<file path="src/design/srnr_pkg.sv">
// Shared types and constants for the selective-repeat NACK receiver.
// No dependencies; srnr_eval and the top level import this package.
package srnr_pkg;

   localparam int SEQ_DEPTH_DEF   = 4096;
   localparam int BUNDLE_SIZE_DEF = 32;
   localparam int MAX_NACKS_DEF   = 64;

   localparam int NOW_W   = 22;
   localparam int FULL_W  = 16;
   localparam int CNT_W   = 3;
   localparam int HI_W    = 17;
   localparam int S_W     = 17;
   localparam int K_W     = 8;
   localparam int N_W     = 7;
   localparam int FB_W    = 32;
   localparam int CSR_IDX_W = 2;
   localparam int CSR_DAT_W = 16;

   localparam logic [15:0] PLAYOUT_RST = 16'd130;
   localparam logic [2:0]  MAXN_RST    = 3'd4;
   localparam logic [9:0]  SPACING_RST = 10'd30;
   localparam logic [7:0]  GAP_RST     = 8'd3;

   localparam logic [23:0] HEADROOM_MS = 24'd45;
   localparam logic [23:0] OLD_MS      = 24'd100;
   localparam logic [15:0] SCAN_LIMIT  = 16'hFFFF;

   typedef enum logic [1:0] {
      CSR_PLAYOUT = 2'd0,
      CSR_MAXN    = 2'd1,
      CSR_SPACING = 2'd2,
      CSR_GAP     = 2'd3
   } csr_idx_type;

   typedef enum logic [3:0] {
      ST_CLEAR,
      ST_IDLE,
      ST_CH_RD,
      ST_CH_WR,
      ST_SC_CHK,
      ST_SC_EV,
      ST_WK_CHK,
      ST_WK_EV,
      ST_FIN
   } state_type;

   typedef struct packed {
      logic scan_skip;
      logic skip;
      logic cap_stop;
   } eval_type;

endpackage

</file>
<file path="src/design/srnr_eval.sv">
// Shared compare unit: judges one window entry per use (scan or NACK walk).
// Depends on srnr_pkg.
module srnr_eval import srnr_pkg::*; (
   input  logic [NOW_W-1:0] now,
   input  logic [15:0]      delay,
   input  logic [2:0]       max_nacks,
   input  logic [9:0]       spacing,
   input  logic [7:0]       gap,
   input  logic [S_W-1:0]   s,
   input  logic [HI_W-1:0]  hi,
   input  logic [FB_W-1:0]  fb,
   input  logic [K_W-1:0]   k,
   input  logic             dlv,
   input  logic [CNT_W-1:0] cnt,
   input  logic [NOW_W-1:0] last,
   output eval_type         res
);
   logic [23:0] s20, ddl, now24;
   logic        dead, old, gap_ok, spc_fail;
   logic [22:0] diff;
   logic [33:0] x;
   logic [41:0] p;

   always_comb begin
      now24  = 24'(now);
      s20    = (24'(s) << 4) + (24'(s) << 2);
      ddl    = 24'(delay) + s20;
      dead   = ddl < (now24 + HEADROOM_MS);
      old    = now24 > (s20 + OLD_MS);
      gap_ok = ($signed({2'b00, s}) + $signed({11'd0, gap}))
               <= $signed({{2{hi[HI_W-1]}}, hi});
      diff     = {1'b0, now} - {1'b0, last};
      spc_fail = (cnt != '0) && ($signed(diff) < $signed({13'd0, spacing}));
      // 1000*x > 32*now reduces to 125*x > 4*now
      x = 34'(fb) + 34'd4 + (34'(k) << 1);
      p = (42'(x) << 7) - (42'(x) << 1) - 42'(x);
      res.scan_skip = dlv || (ddl < now24);
      res.skip      = dlv || (cnt >= max_nacks) || dead || !(gap_ok || old) || spc_fail;
      res.cap_stop  = (now != '0) && (p > (42'(now) << 2));
   end
endmodule

</file>
<file path="config.mk">
export PLATFORM = sky130hd
export DESIGN_NAME = srnr_eval
export DESIGN_NICKNAME = d
export VERILOG_FILES = /design/src/design/srnr_pkg.sv /design/src/design/srnr_eval.sv
export SDC_FILE = /design/constraint.sdc
export NUM_CORES = 1
export LEC_CHECK = 0
export BUFFER_PORTS_ARGS = -buffer_cell sky130_fd_sc_hd__buf_4
export CORE_ASPECT_RATIO = 0.7
export CORE_MARGIN = 3
export CORE_UTILIZATION = 32
export DETAILED_ROUTE_END_ITERATION = 10
export PLACE_DENSITY = 0.46
export SLEW_MARGIN = 20
export SYNTH_ARGS = -nofsm -noshare
export SYNTH_HDL_FRONTEND = slang
export SYNTH_SLANG_ARGS = --single-unit
</file>
<file path="constraint.sdc">
create_clock -name vclk -period 8.1
set_input_delay 0.405 -clock vclk [all_inputs]
set_output_delay 0.405 -clock vclk [all_outputs]
set_load 0.02 [all_outputs]
</file>
==> metrics.txt, run 1 <==
via count=between 10000 and 15000; placed cells=1936; synthesized cell area=0.0101 mm^2; Hold Vio Cnt, Final=0; RSZ-0062 raised after global routing=no; first-pass GRT wire length=53.2 mm; hold path cells=3; top post-synthesis cells by area=ha_1 (30%), xnor2_1 (7.8%), fa_1 (6.1%); max incr delay on CP=440 ps; Area after DPL=around 0.012 mm^2; Post-CTS Hold Buffers=0; VDD IR-drop max=about 0.11 mV; top-area cell type share of the netlist area=0.297; antenna cells=0; Core Util, Final=0.392; Post-Route WL=33.4 mm; worst path required time=~7700 ps; worst path arrival time=7180 ps; crit path kind=primary input to primary output; Post-Syn Area per Cell=7.40 um^2; gr usage total=0.191; final non-filler cell total=1940; Die ar.=0.0339 mm^2; Layout Nets=1961; CP Max Fanout=8; share of cells above drive strength 1=0.141; PortBufs=162; Tcrit/Tclk final=0.936; Max-slew headroom=0.322; largest net degree at the start of global routing=11; Startpoint Class=primary input; Netlist cell types=86; initial antenna violation count=0; Slew @ Worst Pin=1010 ps; Final HPWL DP=29.7 mm; routed length per instance=17.2 um; Fin Setup TNS=0 ps; Core Rows=53; gpl congestion=0.869; CP max-delay cell=fa_1; min-delay src=dlv; Die Wd=219 um; DRT antenna net count=0; clock buffers=0; Highest Clock Rate=132 MHz; Leak=approximately 5.8 nW; Area Overhead vs Synth=18.2%; most frequent cell after synthesis=ha_1; Worst path most repeated cell=buf_4; Synth area leader=ha_1; post-synthesis sequential area ratio=0; Die Span Y=155 um; I/O pin total=162; vias in the first global route=9660; Max Cap Viol=0; Pwr Density=around 170 mW/mm^2; Finished Cell Area=roughly 0.012 mm^2; Hold EP=res[2]; # DRC=0; hold crit path type=primary input to primary output; drt via density=5.26; CP endpoint kind=primary output; register area=0 um^2; Seq Cell Count=0; Synth Instances=1370; Detailed Routing Iterations Pass 1=8; hold slack=1210 ps; CP startpoint=fb[7]; Commonest cells post-synth=ha_1 (241), inv_1 (156), a21oi_1 (120); Yosys warning count=0; Slew Viols, Final=0; total grt overflow=0; Iter 0 DRT Violations=613; Tmin final=7580 ps; Syn Nets=around 1800; Final Setup Violations=0; Core ar.=0.0306 mm^2; status=finished, final reports clean; initial core utilization=0.332
timing repair:
item,4_1_cts,5_1_grt
buffers inserted,0,4
gates resized for setup,0,17
setup endpoints to repair,0,1
endpoints found under the hold margin,0,0
cell usage in the layout (no fill, tap or decap), types with 5 or more instances in the layout:
cell type,count
a211oi_1,10
a21boi_0,5
a21o_1,43
a21oi_1,120
a31oi_1,11
and2_1,7
and3_1,24
buf_4,171
fa_1,31
ha_1,239
inv_1,156
mux2i_1,6
nand2_1,85
nand2b_1,14
nand3_1,44
nand4_1,32
nor2_1,85
nor2b_1,20
nor3_1,28
nor3b_1,6
nor4_1,17
o2111ai_1,7
o211ai_1,10
o21a_1,19
o21ai_0,71
o21ai_1,15
o21bai_1,14
or3_1,7
xnor2_1,85
xnor2_2,6
xor2_1,45
xor2_2,5
layout make-up:
type | count | area [um^2]
well taps | 412 | 515
inverters | 159 | 597
repair buffers | 171 | 1280
fillers | 3236 | 18600
multi-input cells | 1198 | 9580
worst max-delay path by stage:
stage	end
final	res[0]
after global routing	res[0]
after CTS	res[0]
after detailed placement	res[0]
after global placement	res[0]
after floorplan	res[0]
report_power, final:
part	leakage, nW	total (mW)	internal, mW	switching, mW
combinational	5.77	2.08	0.878	1.20
sequential	0	0	0	0
clock	0	0	0	0
total	5.77	2.08	0.878	1.20
routing by layer:
| layer | part of all wire | routed length (um) | track usage |
|---|---|---|---|
| met1 | 0.59 | 19700 | 0.345 |
| met2 | 0.36 | 11900 | 0.247 |
| met3 | 0.054 | 1790 | 0.0109 |
| met4 | 0.0012 | 40 | 0.00154 |
| met5 | 0 | 0 | 0 |
kinds of logic (layout without fill, tap and decap cells):
logic type | Yosys count | in the layout | synth area share
AOI/OAI and AO/OA | 382 | 382 | 0.244
buffers and inverters | 172 | 330 | 0.0647
xor gates and xnor gates | 141 | 141 | 0.123
and+or+nand+nor | 393 | 393 | 0.200
other | 1 | 1 | 0.000370
adders and majority gates | 272 | 272 | 0.359
muxes | 9 | 9 | 0.00926
stage by stage:
step | power (mW) | worst slack, ps
after floorplan | 1.50 | 1200
after global placement | 2.04 | 338
after detailed placement | 2.04 | 120
after CTS | 2.05 | 99.3
after global routing | 2.37 | 17.0
final | 2.08 | 517
critical path, delay by kind of cell:
| kind | cells | cell delay (ps) |
|---|---|---|
| AO/OA/AOI/OAI | 13 | 2910 |
| adder cells (fa/ha/maj) | 5 | 1760 |
| XOR/XNOR | 2 | 350 |
| AND/OR/NAND/NOR | 6 | 1260 |
| buffers and inverters | 3 | 480 |
Note: power is estimated with default switching activity, not from simulation.
==> run 2: changes to the inputs <==
--- a/config.mk
+++ b/config.mk
@@ -11,6 +11,7 @@
 export CORE_UTILIZATION = 32
 export DETAILED_ROUTE_END_ITERATION = 10
 export PLACE_DENSITY = 0.46
+export REMOVE_ABC_BUFFERS = 1
 export SLEW_MARGIN = 20
 export SYNTH_ARGS = -nofsm -noshare
 export SYNTH_HDL_FRONTEND = slang
==> metrics.txt, run 2 (synthesis gave the netlist of run 1 again) <==
register area=0 um^2; final non-filler cell total=1938; Area after DPL=0.0118 mm^2; # DRC=0; commonest non-fill, non-tap cells in the layout=ha_1 (240), buf_4 (169), inv_1 (156), a21oi_1 (120), xnor2_1 (87); Final HPWL DP=between 20 and 30 mm; max incr delay on CP=450 ps; Worst path most repeated cell=ha_1; CP Max Fanout=8; Finished Cell Area=0.0119 mm^2; worst path arrival time=7340 ps; PortBufs=162; Hold Vio Cnt, Final=0; Core Rows=53; Die Wd=219 um; initial core utilization=0.332; gpl congestion=roughly 0.87; Post-Route WL=32.8 mm; Final Setup Violations=0; Max Cap Viol=0; DRT antenna net count=0; Startpoint Class=primary input; I/O pin total=162; Die ar.=0.0339 mm^2; worst path required time=7700 ps; CP endpoint kind=primary output; slack of the critical path=about 360 ps; largest net degree at the start of global routing=11; CP Buf/Inv Count=4; Highest Clock Rate=approximately 130 MHz; Total Power=2.07 mW; Layout Nets=approximately 2000; Tmin final=slightly below 8000 ps; Seq Cell Count=0; Pwr Density=173 mW/mm^2; Core Util, Final=0.390; vias in the first global route=9408; status=finished, final reports clean; clock buffers=0; cell family contributing the most delay on the critical path=compound AO/OA/AOI/OAI gates; share of cells above drive strength 1=0.136; Detailed Routing Iterations Pass 1=5; Area Overhead vs Synth=17.7%; Slew Viols, Final=0; drt via density=5.22; Core ar.=0.0306 mm^2; Slew @ Worst Pin=around 1100 ps; RSZ-0062 raised after global routing=no; placed cells=slightly below 2000; Leak=5.74 nW; pre-CTS WS=153 ps; antenna cells=0; CP max-delay cell=fa_1; total grt overflow=0; hold crit path type=primary input to primary output; via count=10100; crit path kind=primary input to primary output; Tcrit/Tclk final=0.956; hold slack=1180 ps; commonest non-fill, non-tap cell in the layout=ha_1; VDD IR-drop max=roughly 0.11 mV; fillers=3283; Fin Setup TNS=0 ps; Die Span Y=between 150 and 200 um; first-pass GRT wire length=51.8 mm; Max-slew headroom=0.285; routed length per instance=16.9 um; initial antenna violation count=0; gr usage total=0.187; Iter 0 DRT Violations=a little over 700
[run 2: metal layers]
layer | up-vias | track usage | routed length (um)
met5 | - | 0 | 0
met4 | 0 | 0.00278 | 58
met3 | 4 | 0.0139 | 1850
met2 | 230 | 0.237 | 11500
met1 | 4595 | 0.338 | 19400
li1 | 5284 | - | -
[run 2: worst paths after layout]
kind,startpoint,end,depth (start not counted)
setup / recovery,fb[2],res[0],32
hold / removal,dlv,res[2],3
[run 2: timing repair]
item                                    CTS  global route
setup buffers                             0             2
resized for setup                         0            11
hold buffers                              0             0
endpoints found under the setup margin    0             1
[run 2: report_power, final]
group / internal [mW] / switching, mW / leakage [nW]
registers: 0 / 0 / 0
clock network: 0 / 0 / 0
logic: 0.874 / 1.19 / 5.74
total: 0.874 / 1.19 / 5.74
[run 2: cell type report]
| class | instances | area, um^2 | share of cell area |
|---|---|---|---|
| Multi-Input combinational cell | 1198 | 9540 | 0.800 |
| Timing Repair Buffer | 169 | 1270 | 0.106 |
| Inverter | 159 | 597 | 0.0500 |
| Tap cell | 412 | 515 | 0.0432 |
